**config.mk**
```make
export PLATFORM = sky130hd
export DESIGN_NAME = fixed_point_newton_sqrt
export DESIGN_NICKNAME = d
export VERILOG_FILES = /design/src/hdl/fpns_pkg.sv /design/src/hdl/fpns_div.sv /design/src/hdl/fixed_point_newton_sqrt.sv
export SDC_FILE = /design/constraint.sdc
export NUM_CORES = 1
export LEC_CHECK = 0
export ABC_AREA = 1
export BUFFER_PORTS_ARGS = -buffer_cell sky130_fd_sc_hd__buf_2
export CAP_MARGIN = 20
export CORE_MARGIN = 4
export CORE_UTILIZATION = 30
export DETAILED_ROUTE_END_ITERATION = 16
export GPL_ROUTABILITY_DRIVEN = 1
export PLACE_DENSITY = 0.42
export SYNTH_ARGS = -nofsm -noshare
export SYNTH_HDL_FRONTEND = slang
export SYNTH_SLANG_ARGS = --single-unit
```
**constraint.sdc**
```tcl
create_clock -name clk -period 18.25 [get_ports clk]
set_clock_uncertainty 0.05 [all_clocks]
set_input_delay 0.9125 -clock clk [delete_from_list [all_inputs] [get_ports clk]]
set_output_delay 0.9125 -clock clk [all_outputs]
set_load 0.02 [all_outputs]
```
**src/hdl/fpns_pkg.sv**
```systemverilog
package fpns_pkg;

  // Operand format.
  localparam int FRACTION_BITS = 16;
  localparam int MAX_STEPS     = 64;

  localparam int VALUE_W = 48;
  localparam int GUESS_W = 48;
  localparam int ROOT_W  = 32;
  localparam int STEPS_W = 7;

  // The dividend is a positive operand shifted left by the fraction bits.
  localparam int DIVIDEND_W = VALUE_W - 1 + FRACTION_BITS;
  // Estimates can grow to the dividend's width after the first step.
  localparam int EST_W      = DIVIDEND_W;
  localparam int DIV_CNT_W  = $clog2(DIVIDEND_W);

  typedef struct packed {
    logic signed [VALUE_W-1:0] value;
    logic        [GUESS_W-1:0] start_guess;
  } sqrt_in_t;

  typedef struct packed {
    logic [ROOT_W-1:0]  root;
    logic [STEPS_W-1:0] steps;
  } sqrt_out_t;

  typedef struct packed {
    logic                  start;
    logic [DIVIDEND_W-1:0] dividend;
    logic [EST_W-1:0]      divisor;
  } div_req_t;

  typedef struct packed {
    logic                  done;
    logic [DIVIDEND_W-1:0] quotient;
  } div_rsp_t;

endpackage

```
**src/hdl/fpns_div.sv**
```systemverilog
module fpns_div
  import fpns_pkg::*;
(
  input  logic     clk,
  input  logic     rst,
  input  div_req_t req,
  output div_rsp_t rsp
);

  logic                  running;
  logic [DIV_CNT_W-1:0]  cnt;
  logic [EST_W-1:0]      rem;
  logic [DIVIDEND_W-1:0] quo;
  logic [EST_W-1:0]      divisor;
  logic                  done;

  logic [EST_W:0]        shifted;
  logic                  fits;
  logic [EST_W:0]        diff;

  // Restoring division: one quotient bit per cycle, most significant first.
  always_comb begin
    shifted = {rem, quo[DIVIDEND_W-1]};
    fits    = shifted >= {1'b0, divisor};
    diff    = shifted - {1'b0, divisor};
  end

  always_ff @(posedge clk) begin
    if (rst) begin
      running <= 1'b0;
      done    <= 1'b0;
    end else begin
      done <= 1'b0;
      if (req.start) begin
        running <= 1'b1;
        cnt     <= DIV_CNT_W'(DIVIDEND_W - 1);
        rem     <= '0;
        quo     <= req.dividend;
        divisor <= req.divisor;
      end else if (running) begin
        if (fits) begin
          rem <= diff[EST_W-1:0];
        end else begin
          rem <= shifted[EST_W-1:0];
        end
        quo <= {quo[DIVIDEND_W-2:0], fits};
        if (cnt == '0) begin
          running <= 1'b0;
          done    <= 1'b1;
        end else begin
          cnt <= cnt - 1'b1;
        end
      end
    end
  end

  assign rsp.done     = done;
  assign rsp.quotient = quo;

endmodule

```
**src/hdl/fixed_point_newton_sqrt.sv**
```systemverilog
// Fixed-point square root by Newton iteration. A transfer is taken at a
// clock edge with start high and busy low; operand.value is a signed raw
// value with 16 fraction bits and operand.start_guess an optional first
// estimate (0 picks value/2, raised to 1 when that is 0). The result
// (root with 16 fraction bits, and the number of Newton steps) appears on
// the result port for exactly one cycle, marked by done, and must be taken
// then: the receiver cannot stall the block. A value of zero or less gives
// root 0 and steps 0 in the cycle after the transfer. Otherwise every Newton
// step runs one 63-bit by 63-bit division on a shared restoring divider
// that produces one quotient bit per cycle; a step issues the division,
// waits for its end and then checks convergence, for at most 64 steps. For
// a positive value the block holds busy high until the result appears
// and works on one item at a time.
module fixed_point_newton_sqrt
  import fpns_pkg::*;
(
  input  logic      clk,
  input  logic      rst,
  input  logic      start,
  input  sqrt_in_t  operand,
  output logic      busy,
  output logic      done,
  output sqrt_out_t result
);

  localparam logic [1:0] S_IDLE  = 2'd0;
  localparam logic [1:0] S_ISSUE = 2'd1;
  localparam logic [1:0] S_WAIT  = 2'd2;
  localparam logic [1:0] S_CHECK = 2'd3;

  logic [1:0]            state;
  logic [EST_W-1:0]      est;
  logic [EST_W-1:0]      prev;
  logic [DIVIDEND_W-1:0] dividend;
  logic [STEPS_W-1:0]    steps;

  div_req_t              div_req;
  div_rsp_t              div_rsp;

  logic                  accept;
  logic                  nonpositive;
  logic [EST_W-1:0]      half_value;
  logic [EST_W-1:0]      first_est;
  logic [EST_W:0]        sum;
  logic [EST_W-1:0]      delta;
  logic                  keep_going;
  logic [ROOT_W-1:0]     root_sat;

  assign accept      = start && !busy;
  assign busy        = state != S_IDLE;
  assign nonpositive = operand.value[VALUE_W-1] || (operand.value == '0);

  // Default start: half the operand, never below one.
  always_comb begin
    half_value = EST_W'(operand.value[VALUE_W-1:1]);
    if (operand.start_guess != '0) begin
      first_est = EST_W'(operand.start_guess);
    end else if (half_value == '0) begin
      first_est = EST_W'(1);
    end else begin
      first_est = half_value;
    end
  end

  // The divider is started once per step; a zero estimate divides by one.
  always_comb begin
    div_req.start    = state == S_ISSUE;
    div_req.dividend = dividend;
    div_req.divisor  = (est == '0) ? EST_W'(1) : est;
  end

  fpns_div u_div (
    .clk (clk),
    .rst (rst),
    .req (div_req),
    .rsp (div_rsp)
  );

  // The sum of the estimate and the quotient is one bit wider than either.
  assign sum = {1'b0, est} + {1'b0, div_rsp.quotient};

  // Convergence: stop once two successive estimates are within one or the step limit is reached; saturate the root.
  always_comb begin
    delta      = (est > prev) ? (est - prev) : (prev - est);
    keep_going = (delta > EST_W'(1)) && (steps < STEPS_W'(MAX_STEPS));
    if (est > EST_W'({ROOT_W{1'b1}})) begin
      root_sat = '1;
    end else begin
      root_sat = est[ROOT_W-1:0];
    end
  end

  always_ff @(posedge clk) begin
    if (rst) begin
      state <= S_IDLE;
      done  <= 1'b0;
    end else begin
      done <= 1'b0;
      case (state)
        S_IDLE: begin
          if (accept) begin
            if (nonpositive) begin
              done         <= 1'b1;
              result.root  <= '0;
              result.steps <= '0;
            end else begin
              state <= S_ISSUE;
            end
          end
        end
        S_ISSUE: begin
          state <= S_WAIT;
        end
        S_WAIT: begin
          if (div_rsp.done) begin
            state <= S_CHECK;
          end
        end
        S_CHECK: begin
          if (keep_going) begin
            state <= S_ISSUE;
          end else begin
            state        <= S_IDLE;
            done         <= 1'b1;
            result.root  <= root_sat;
            result.steps <= steps;
          end
        end
        default: begin
          state <= S_IDLE;
        end
      endcase
    end
  end

  // Datapath registers of the iteration.
  always_ff @(posedge clk) begin
    if (accept) begin
      dividend <= {operand.value[VALUE_W-2:0], {FRACTION_BITS{1'b0}}};
      est      <= first_est;
      steps    <= '0;
    end else if (state == S_WAIT && div_rsp.done) begin
      prev  <= est;
      est   <= sum[EST_W:1];
      steps <= steps + 1'b1;
    end
  end

  // A result is never shown while another item is at work.
  assert property (@(posedge clk) disable iff (rst) done |-> !busy)
    else $error("result strobe while busy");

  // A nonpositive operand gives a zero result in the next cycle.
  assert property (@(posedge clk) disable iff (rst)
    (accept && nonpositive) |=> (done && result.root == '0 && result.steps == '0))
    else $error("nonpositive operand not answered at once");

  // The step count never passes the limit.
  assert property (@(posedge clk) disable iff (rst)
    done |-> (result.steps <= STEPS_W'(MAX_STEPS)))
    else $error("step count beyond limit");

  // The divider only finishes while the sequencer waits for it.
  assert property (@(posedge clk) disable iff (rst)
    div_rsp.done |-> (state == S_WAIT))
    else $error("divider finished outside a step");

endmodule
```
# Word-level counts from Yosys, hierarchy flattened
# Cells that the tools add are included.
[word_totals] output_inout_bits=41 word_cells=89 regBits=419 input_bits=99
[op_classes] bitwise=3 order_cmp=5 add_sub_neg=6 mux=29 reduce_logical=22 n_eq_ne=9
[op_table] operator="63-bit two-way mux" count=7
[op_table] operator="63-bit subtractor" count=3
[op_table] operator="39-bit two-way mux" count=3
[op_table] operator="39-bit one-hot mux with 2 select lines" count=1
[op_table] operator="63-bit by 63-bit adder with 64-bit output" count=1
[op_table] operator="64-bit by 63-bit greater-or-equal comparator with 1-bit output" count=1
[op_table] operator="63-bit by 1-bit > comparator with 1-bit output, second input constant" count=1
[op_table] operator="63-bit by 32-bit > comparator with 1-bit output, second input constant" count=1
[op_table] operator="63-bit > comparator" count=1
[op_table] operator="63-bit logical NOT" count=1
[op_table] operator="48-bit logical NOT" count=1
[op_table] operator="48-bit two-way mux" count=1
[op_table] operator="48-bit nonzero test" count=1
[op_table] operator="47-bit logical NOT" count=1
[op_table] operator="47-bit two-way mux" count=1
[op_table] operator="32-bit two-way mux" count=1
[op_table] operator="6-bit two-way mux" count=2
[op_table] operator="2-bit inequality test, second input constant" count=5
[op_table] operator="1-bit two-way mux" count=8
[op_table] operator="2-bit one-hot mux with 4 select lines" count=1
[op_table] operator="2-bit nonzero test" count=4
[op_table] operator="7-bit by 1-bit adder with 7-bit output, second input constant" count=1
[op_table] operator="7-bit less-than comparator, second input constant" count=1
[op_table] operator="6-bit logical NOT" count=1
[op_table] operator="15 further kinds" count=25

# Depth between registers and ports, before layout
# Gate-level depths: netlist (run 1).
[depth] depth_word=6 depth_mapped=31

# Cells and area by module
# A second synthesis (run 1) with hierarchy kept.
[unflattened] cells_unflattened=6192 area_unflattened_um2=39197.6
[modules_own_cells] mod="fixed_point_newton_sqrt" area_per_inst_um2=25055.3 instances=1 cells_each=4124
[modules_own_cells] mod="fpns_div" area_per_inst_um2=14142.3 instances=1 cells_each=2068

# Least setup slack after synthesis (run 1)
# No wires, ideal clock.
[synth_timing] kind="register to register" from="reg state[1]" to="reg u_div.cnt[0] (enable)" period_less_slack_ps=8091 path_stages_with_launch=8 path_slack_ps=10159 t_arrival_ps=7718 t_required_ps=17877 path_cell_list="dfxtp_1 inv_1 ha_1 clkbuf_1 inv_1 clkbuf_1 a21oi_1 o21a_1"
[synth_between] elab_chain_cells=3
[synth_rtl] item="from (decl)" line_no="fixed_point_newton_sqrt.sv:31" text="logic [1:0] state;"
[synth_rtl] item="from (signal assigned)" line_no="fixed_point_newton_sqrt.sv:95" text="state <= S_IDLE;"
[synth_rtl] item="from (signal assigned)" line_no="fixed_point_newton_sqrt.sv:107" text="state <= S_ISSUE;"
[synth_rtl] item="from (signal assigned)" line_no="fixed_point_newton_sqrt.sv:112" text="state <= S_WAIT;"
[synth_rtl] item="2-bit by 1-bit equality test with 1-bit output *" line_no="fixed_point_newton_sqrt.sv:67" text="div_req.start = state == S_ISSUE;"
[synth_rtl] item="2-bit inequality test (no source line) or 2-bit nonzero test (tied branches)"
[synth_rtl] item="3-bit AND reduction (no source line) *"
[synth_rtl] item="to (signal assigned)" line_no="fpns_div.sv:36" text="cnt <= DIV_CNT_W'(DIVIDEND_W - 1);"
[synth_rtl] item="to (signal assigned)" line_no="fpns_div.sv:51" text="cnt <= cnt - 1'b1;"
[synth_rtl] item="to (decl)" line_no="fpns_div.sv:11" text="logic [DIV_CNT_W-1:0] cnt;"
# Mark *: on every way between the ends. The rest lies on a longest branch, timed or not.
# A chain may end at the register's enable or synchronous reset.

# Final worst setup path (run 1)
[layout_timing] from="reg est[1]" to="reg result[11] (netlist bit) (enable)"
[layout_between] elab_chain_cells=6
[layout_rtl] item="from (decl)" line_no="fixed_point_newton_sqrt.sv:32" text="logic [EST_W-1:0] est;"
[layout_rtl] item="from (signal assigned)" line_no="fixed_point_newton_sqrt.sv:140" text="est <= first_est;"
[layout_rtl] item="from (signal assigned)" line_no="fixed_point_newton_sqrt.sv:144" text="est <= sum[EST_W:1];"
[layout_rtl] item="63-bit subtractor or 63-bit > comparator (tied branches)" line_no="fixed_point_newton_sqrt.sv:84" text="delta = (est > prev) ? (est - prev) : (prev - est);"
[layout_rtl] item="63-bit two-way mux *" line_no="fixed_point_newton_sqrt.sv:84"
[layout_rtl] item="63-bit by 1-bit > comparator with 1-bit output *" line_no="fixed_point_newton_sqrt.sv:85" text="keep_going = (delta > EST_W'(1)) && (steps < STEPS_W'(MAX_STEPS));"
[layout_rtl] item="1-bit logical AND *" line_no="fixed_point_newton_sqrt.sv:85"
[layout_rtl] item="2-bit inequality test (no source line) *"
[layout_rtl] item="5-bit AND reduction (no source line) *"
[layout_rtl] item="to (decl)" line_no="fixed_point_newton_sqrt.sv:23" text="output sqrt_out_t result"
# Marked as above.

==> flow_results.org, run 1 <==
** Place
- OpenSTA, run right after detailed placement, puts the worst setup slack at 11.94 ns.
- In this run, placement finished with an instance count of 6995.
- Once placement finished, the instance area stood at 0.0386 mm^2.
- Routability Congestion :: 0.972
- Number of buffer cells added on primary ports :: 139
- Detailed Place HPWL :: 132000 um

** Clock tree
- # hold bufs at CTS :: 0
- Clock tree synthesis found a total of 419 sinks.
- TritonCTS clock tree :: done
- Clock transition time at the flip-flop clock pins of the worst setup and hold paths :: 0.06 ns
- For the worst-skew pair, the clock arrives at the later sink with an insertion delay of 0.65 ns.
- The clock passes through at most 3 buffers.
- Post-cts sizing count :: 0
- The number of clock buffers added by TritonCTS is 54.
- Once the clock tree was built, the setup fixing pass inserted 0 buffers.
- Root Driver :: sky130_fd_sc_hd__clkbuf_16
- H-Tree Level Count :: 2

** Final layout
- After filler insertion, the fill cell instance count of the layout stands at 13300.
- Most common library cell in the layout ignoring fill and taps :: sky130_fd_sc_hd__nand2_1
- Measured on the finished design, the core utilization comes to 33.6%.
- Area growth, synth to finish :: 11.0%
- With fillers left out, the area of the finished cells amounts to 0.0403 mm^2.
- Share of post-route cells with drive strength above 1 :: 5.71%
- Cell Count, Final, Fillers Out :: 7095
- The top cell types in the final layout, fill and taps aside, are sky130_fd_sc_hd__nand2_1, sky130_fd_sc_hd__inv_1, sky130_fd_sc_hd__nor2_1.
- Total number of nets in the final design :: 5801

** Die
- Initial Util :: 30.3%
- Std-Cell Rows :: 127
- After floorplanning, the core was sized to cover 0.120 mm^2.
- Full die area :: 0.127 mm^2
- Width of the die :: 356 um
- Die boundary height :: 356 um
- Top-level port count :: 140

** Global routing
- The initial antenna violation count came to 6.
- Entering global routing, the biggest net connects 100 pins.
- GR Overflow Total :: 0
- Total routing usage reported by global routing :: 24.1%
- First-pass GRT wire length :: 225000 um
- Vias in the first global route :: 33300

** Routing
- The detailed router placed 34600 vias in this run.
- In this run the remaining antenna-violating nets after routing total 0.
- DR pass1 iterations :: 6
- Per-cell routed wire length :: 22.0 um
- Vias per inst :: 4.87
- Number of violations reported at the end of detailed-routing iteration 0 :: 2842
- Remaining DRCs :: 0
- Wire length reported by the detailed router :: 156000 um

** Synth
- For this run, the number of Yosys warnings is 0.
- For this run, asynchronously set or reset flops after synthesis account for 0%.
- Flip-flop and latch count after synthesis :: 419
- A synthesized cell averages 6.75 um^2.
- Most used DFF post-synth :: sky130_fd_sc_hd__edfxtp_1
- Counting flops with a built-in enable in the synthesized netlist gives 407.
- Distinct cells, synth :: 58
- Sequential cells were found to cover 34.3% of the synthesized design area.
- Synthesis produced a netlist with a net count of 5741.
- Post-synth design cell area :: 0.0363 mm^2
- The cell count after synthesis came out at 5379.

** STA
- Final count of negative-setup-slack endpoints :: 0
- For the pin with the worst max-slew slack, the measured transition is 1.04 ns.
- RSZ-0062 raised after global routing :: no
- Setup_tns :: 0 ns
- Number of hold-slack violations in the final timing report :: 0
- Measured against its own limit, the worst slew margin works out to 30.8%.
- For the finished layout, the period the worst path requires is 6.27 ns.
- For this run, the top clock speed supported by timing is 0.160 GHz.
- Final period utilization :: 34.3%
- The number of slew-limit violations in the final report was 0.
- Across all setup checks in the final design, the least slack found is 11.98 ns.

** Critical path
- STA classifies the critical path endpoint as a flop.
- Worst setup SP type :: flop
- Across all register-to-register paths, the minimum setup slack is 11.98 ns.
- Depth of the worst register-to-register path :: 25
- The worst register-to-register path begins at est[1]$_DFFE_PP_.
- Among all stages on the critical path, the largest delay is contributed by sky130_fd_sc_hd__ha_1.
- Crit Reg-Reg Endpoint :: result[11]$_SDFFCE_PN0P_
- Critical path start-end classification :: flop to flop
- Origin of the worst setup path :: est[1]$_DFFE_PP_
- Crit path capture :: result[11]$_SDFFCE_PN0P_
- Max FO, Critical Path :: 72
- Most used cell along the critical path :: sky130_fd_sc_hd__nand2_1
- Data required time of the critical path :: 18.48 ns
- The largest single stage delay on the critical path is 0.66 ns.
- Data arrival at the endpoint of the critical path :: 6.50 ns

** Hold path
- Hold Crit Class :: input port to flop
- Counting instances, the worst hold path has a depth of 1.

** Power and ir drop
- Leakage power figure :: 19.7 nW
- VDD sags by at most 0.0813 mV.
- Cell Pwr Density :: 193 mW/mm^2

** Outcome
- The flow ran to the end, and the final reports show no timing, DRC or antenna violations.

** Run
- Max-cap violations in this run came to 0.
==> worst max-delay path: cells and delay by family (launching register included) <==
kind | cells | cell delay (ns)
buffers and inverters | 3 | 1.22
AOI/OAI and AO/OA | 1 | 0.19
DFF | 1 | 0.54
and+or+nand+nor | 20 | 3.09
adders and majority gates | 1 | 0.66
==> per-layer routing <==
metal	wire length, um	global-route usage, %	part of all wire [%]
met2	71900	39.9	46
met3	7700	2.32	4.9
met1	72500	33.7	46
met4	4160	5.93	2.7
met5	13	0	0.0083
==> worst min path at each step <==
stage / from / endpoint / slack (ns)
after floorplan: u_div.running$_SDFF_PP0_ / u_div.done$_SDFF_PP0_ / 0.37
after global placement: steps[5]$_SDFFE_PP0P_ / steps[5]$_SDFFE_PP0P_ / 0.42
after detailed placement: steps[5]$_SDFFE_PP0P_ / steps[5]$_SDFFE_PP0P_ / 0.43
after CTS: operand[48] / dividend[16]$_DFFE_PP_ / 0.37
after global routing: operand[48] / dividend[16]$_DFFE_PP_ / 0.39
final: operand[48] / dividend[16]$_DFFE_PP_ / 0.41
==> Yosys cell counts (all sizes together), types with 16 or more instances <==
cell | instances | area share, %
nand3 | 182 | 2.6
a21o | 16 | 0.33
xnor2 | 42 | 1.0
a21oi | 422 | 5.8
xor2 | 77 | 1.9
o21bai | 19 | 0.39
clkbuf | 129 | 1.4
nor3 | 36 | 0.55
nand4 | 49 | 0.84
nand2 | 1710 | 18
o21a | 19 | 0.39
nor4 | 41 | 0.71
a31oi | 69 | 1.2
nor2 | 464 | 5.0
ha | 259 | 8.9
edfxtp | 407 | 34
inv | 1035 | 11
o21ai | 273 | 3.8
buf | 35 | 0.56
==> flip-flops by register name, summed over array words and instances (netlist names), 7 cells and up <==
register       count
dividend          47
est               63
prev              63
result            39
steps              7
u_div.divisor     63
u_div.quo         63
u_div.rem         63
==> kinds of logic after synthesis <==
logic type	synth area share (%)
simple gates	27.9
buf+inv	12.7
compound gates	13.1
flops	34.3
fa+ha+maj	9.15
xor+xnor	2.87
==> metrics by stage <==
stage | power [W] | hold WS, ns
CTS | 0.00779 | 0.366
floorplan | 0.00495 | 0.372
global placement | 0.00674 | 0.418
finish | 0.00778 | 0.412
detailed placement | 0.00669 | 0.431
global route | 0.00841 | 0.394
==> power breakdown <==
group	leakage, nW	switching [W]	internal (W)
clock	0.831	0.000454	0.000610
sequential	3.88	0.000290	0.00150
combinational	15.0	0.00349	0.00143
==> cell type report <==
| cell class | instances | area, um^2 | share of cell area, % |
|---|---|---|---|
| multi-input cells | 3759 | 19300 | 47.9 |
| flip-flops and latches | 419 | 12500 | 30.9 |
| inverters | 1037 | 3900 | 9.68 |
| well taps | 1612 | 2020 | 5.01 |
| clock buffers | 70 | 1430 | 3.56 |
| repair buffers | 168 | 913 | 2.27 |
| clock inverters | 28 | 277 | 0.686 |
| diodes | 2 | 5.00 | 0.0124 |
Power figures use the tool's default switching activity.
==> run 2, diff against run 1 <==
Settings changed: PLACE_DENSITY 0.42 to 0.43.
Clock period 18.25 ns to 5.4 ns, I/O delays scaled along.
==> run 2 against run 1 <==
Effect of this change: total power grew to 3.5 times the previous value; clock-buffer cell count fell by 13; sequential cell count unchanged; first-iteration DRC count decreased by 4.2%; non-clock buffer count rose by 147; setup slack lost 12 ns; routed wire length fell by 0.45%; clock power increased to 3.8 times the previous value; cell count up 2.0%; largest cell class unchanged; largest power group unchanged; highest routed layer is now met4.
==> flow_results.org, run 2 (synthesized netlist as in run 1, its figures left out) <==
** Global routing
- Vias in the first global route :: 34600 (was 33300)
- Total routing usage reported by global routing :: 24.0% (was 24.1%)
- GR Overflow Total :: 0 (unchanged)
- The first-pass GRT wire length is 226000 um (was 225000 um).
- The pin count of the biggest net entering global routing is 66 (was 100).
- Antenna violations before repair :: 9 (was 6)

** Run
- Max cap viols :: 0 (unchanged)

** Final layout
- Most common library cell in the layout ignoring fill and taps :: sky130_fd_sc_hd__nand2_1 (unchanged)
- Total number of nets in the final design :: 5948 (was 5801)
- Area growth, synth to finish :: 15.3% (was 11.0%)
- Share of post-route cells with drive strength above 1 :: 7.50% (was 5.71%)
- The diode insertion count for antenna repair is 0 (was 2).
- The share of the core filled with cells in the final layout came to 34.9% (was 33.6%).
- Most used cells in the layout excluding fill and tap cells :: sky130_fd_sc_hd__nand2_1, sky130_fd_sc_hd__inv_1, sky130_fd_sc_hd__nor2_1 (unchanged)

** Hold path
- The origin of the worst min-delay path was operand[14] (was operand[48]).
- Cell depth of the worst min-delay path :: 5 (was 1)
- The end point of the most critical hold path was est[14]$_DFFE_PP_ (was dividend[16]$_DFFE_PP_).
- Hold Crit Class :: input port to flop (unchanged)

** STA
- The total negative slack came to 0 ns (unchanged).
- The relative slew slack was 37.3% (was 30.8%).
- Final count of negative-setup-slack endpoints :: 0 (unchanged)
- RSZ-0062 raised after global routing: no (unchanged).
- The slew of the pin with the lowest slew margin was 0.941 ns (was 1.04 ns).
- The highest clock frequency the design can meet was 0.197 GHz (was 0.160 GHz).
- Final period utilization :: 94.1% (was 34.3%)
- Worst hold-check slack :: 0.0527 ns (was 0.412 ns)
- The number of slew-limit violations in the final report came to 0 (unchanged).
- Min Tclk post-route :: 5.08 ns (was 6.27 ns)
- The count of endpoints failing hold in the final timing report is 0 (unchanged).

** Routing
- The wire length reported by the detailed router came to 156000 um (about the same).
- The DRC marker count from the first detailed-route iteration is 2723 (was 2842).
- Remaining DRCs :: 0 (unchanged)
- The wire length per cell is 21.5 um (was 22.0 um).
- DR pass1 iterations :: 8 (was 6)
- The remaining antenna violation count after routing is 0 (unchanged).
- The detailed-route via count came to 35400 (was 34600).
- Vias per inst :: 4.89 (was 4.87)

** Clock tree
- The number of sinks driven by the clock tree came to 419 (unchanged).
- Clock transition time at the flip-flop clock pins of the worst setup and hold paths :: 0.06 ns (about the same)
- Worst skew pair latency :: 0.67 ns (was 0.65 ns)
- CTS Buffer Depth :: 3 (unchanged)
- The root buffer cell is sky130_fd_sc_hd__clkbuf_16 (unchanged).
- The TritonCTS clock tree is done (unchanged).
- CTS Buf Count :: 54 (unchanged)
- H-Tree Level Count :: 2 (unchanged)

** Critical path
- The endpoint required time on the critical path was 5.70 ns (was 18.48 ns).
- Worst reg2reg setup slack :: 0.32 ns (was 11.98 ns)
- The critical path endpoint category is a flop (unchanged).
- The number of cell instances on the worst register-to-register path is 24 (was 25).
- Max FO, Critical Path :: 39 (was 72)
- The startpoint of the lowest-slack register-to-register path is est[30]$_DFFE_PP_ (was est[1]$_DFFE_PP_).
- The element type at the critical path start is a flop (unchanged).
- The endpoint of the worst-slack reg-to-reg timing path is result[33]$_SDFFCE_PN0P_ (was result[11]$_SDFFCE_PN0P_).
- Data arrival at the endpoint of the critical path :: 5.38 ns (was 6.50 ns)
- The path type of the worst setup path is flop to flop (unchanged).

** Place
- The detailed-placement wirelength estimate was 131000 um (was 132000 um).
- Routability Congestion :: 0.980 (was 0.972)
- Number of buffer cells added on primary ports :: 139 (unchanged)

** Power and ir drop
- Proportion of power drawn by flip-flops and latches :: 20.4% (was 23.0%)
- Clock network power share :: 14.7% (was 13.7%)
- The leakage power of the design came to 20.5 nW (was 19.7 nW).
- The net switching fraction of the power came to 53.3% (was 54.5%).
- Cell Pwr Density :: 656 mW/mm^2 (was 193 mW/mm^2)
- The internal portion of total power came to 0.0128 W (was 0.00354 W).
- Max rail drop VDD :: 0.298 mV (was 0.0813 mV)
- The switching power of the nets is 0.0146 W (was 0.00424 W).
- The part of the power in combinational logic is 64.9% (was 63.3%).
- Total power of the final layout :: 0.0274 W (was 0.00778 W)

** Die
- Area inside the core boundary :: 0.120 mm^2 (unchanged)
- The count of boundary I/O pins was 140 (unchanged).
- The initial core utilization was 30.3% (unchanged).
- Die boundary height :: 356 um (unchanged)
- Full die area :: 0.127 mm^2 (unchanged)
- Width of the die :: 356 um (unchanged)
- Std-Cell Rows :: 127 (unchanged)

** Outcome
- Status :: complete, no violations (unchanged)
run 2: changes by cell type in the layout (fill, tap and decap cells not counted), moves of 2 or more:
cell                            before  now
sky130_fd_sc_hd__buf_4              29  115
sky130_fd_sc_hd__clkinvlp_4          2    4
sky130_fd_sc_hd__clkinv_2           11   13
sky130_fd_sc_hd__clkinv_1            9    7
sky130_fd_sc_hd__bufinv_16           4   13
sky130_fd_sc_hd__buf_12              0    7
sky130_fd_sc_hd__diode_2             2    0
sky130_fd_sc_hd__nor2_1            442  440
sky130_fd_sc_hd__nor2_2             16   18
sky130_fd_sc_hd__clkbuf_1           15    3
sky130_fd_sc_hd__dlygate4sd3_1       0   53
run 2: critical path, stage by stage, from the launching register on:
cell and delay [ns]:
sky130_fd_sc_hd__edfxtp_1 0.35, sky130_fd_sc_hd__inv_1 0.10, sky130_fd_sc_hd__ha_1 0.55, sky130_fd_sc_hd__nand2_1 0.17, sky130_fd_sc_hd__nor2_1 0.18, sky130_fd_sc_hd__inv_1 0.12, sky130_fd_sc_hd__nor2_2 0.32, sky130_fd_sc_hd__nand2_1 0.24
sky130_fd_sc_hd__nor3b_1 0.48, sky130_fd_sc_hd__nor2_1 0.15, sky130_fd_sc_hd__nand2_1 0.10, sky130_fd_sc_hd__nand2_1 0.05, sky130_fd_sc_hd__nand2_1 0.12, sky130_fd_sc_hd__nand2_1 0.07, sky130_fd_sc_hd__nand2_1 0.10, sky130_fd_sc_hd__nand2_1 0.06
sky130_fd_sc_hd__nor2_1 0.10, sky130_fd_sc_hd__nand3_1 0.08, sky130_fd_sc_hd__nor2_1 0.12, sky130_fd_sc_hd__nand3_1 0.15, sky130_fd_sc_hd__buf_4 0.19, sky130_fd_sc_hd__nand4_1 0.29, sky130_fd_sc_hd__o21ai_1 0.18, sky130_fd_sc_hd__nor3_4 0.18
sky130_fd_sc_hd__buf_12 0.25
run 2: per-stage QoR:
stage | cells | instance area, um^2 | worst slack [ns]
floorplan | 5379 | 36300 | 0.722
global placement | 7087 | 39400 | 0.134
detailed placement | 7087 | 39400 | 0.197
CTS | 7236 | 41800 | 0.175
global route | 7238 | 41800 | 0.0211
finish | 7238 | 41800 | 0.317
run 2: worst max-delay path by stage:
| stage | depth (start not counted) | endpoint | slack [ns] | start |
|---|---|---|---|---|
| floorplan | 25 | result[0]$_SDFFCE_PN0P_ | 0.72 | est[10]$_DFFE_PP_ |
| global placement | 24 | result[9]$_SDFFCE_PN0P_ | 0.13 | est[29]$_DFFE_PP_ |
| detailed placement | 24 | result[36]$_SDFFCE_PN0P_ | 0.20 | est[29]$_DFFE_PP_ |
| CTS | 24 | result[33]$_SDFFCE_PN0P_ | 0.17 | est[29]$_DFFE_PP_ |
| global route | 24 | result[10]$_SDFFCE_PN0P_ | 0.02 | est[37]$_DFFE_PP_ |
| finish | 24 | result[33]$_SDFFCE_PN0P_ | 0.32 | est[30]$_DFFE_PP_ |
run 2: final cells by class:
class	count	area [um^2]
Clock buffer	57	1360
Clock inverter	39	564
Fill cell	13200	78100
Inverter	1037	3900
Multi-Input combinational cell	3759	19300
Sequential cell	419	12500
Tap cell	1612	2020
Timing Repair Buffer	315	2230
run 2: power by group through the flow:
stage	Combinational [W]	Sequential [W]	Clock [W]
3_3_place_gp	0.0177	0.00563	0
5_1_grt	0.0196	0.00567	0.00426
2_1_floorplan	0.0110	0.00567	0
4_1_cts	0.0177	0.00558	0.00415
6_report	0.0178	0.00559	0.00404
3_5_place_dp	0.0175	0.00565	0
run 2: repair_timing:
item | 4_1_cts | 5_1_grt
buffers inserted | 0 | 1
hold endpoints to repair | 56 | 0
resized for setup | 0 | 3
setup endpoints to repair | 0 | 39
hold buffers | 53 | 0
run 2: metal layers:
| metal | global-route usage, % | vias up | wire length [um] |
|---|---|---|---|
| met5 | 0 | - | 0 |
| met4 | 7.21 | 0 | 4960 |
| met3 | 2.51 | 193 | 8070 |
| met2 | 39.3 | 1015 | 70400 |
| met1 | 33.3 | 16600 | 72100 |
| li1 | - | 17600 | - |
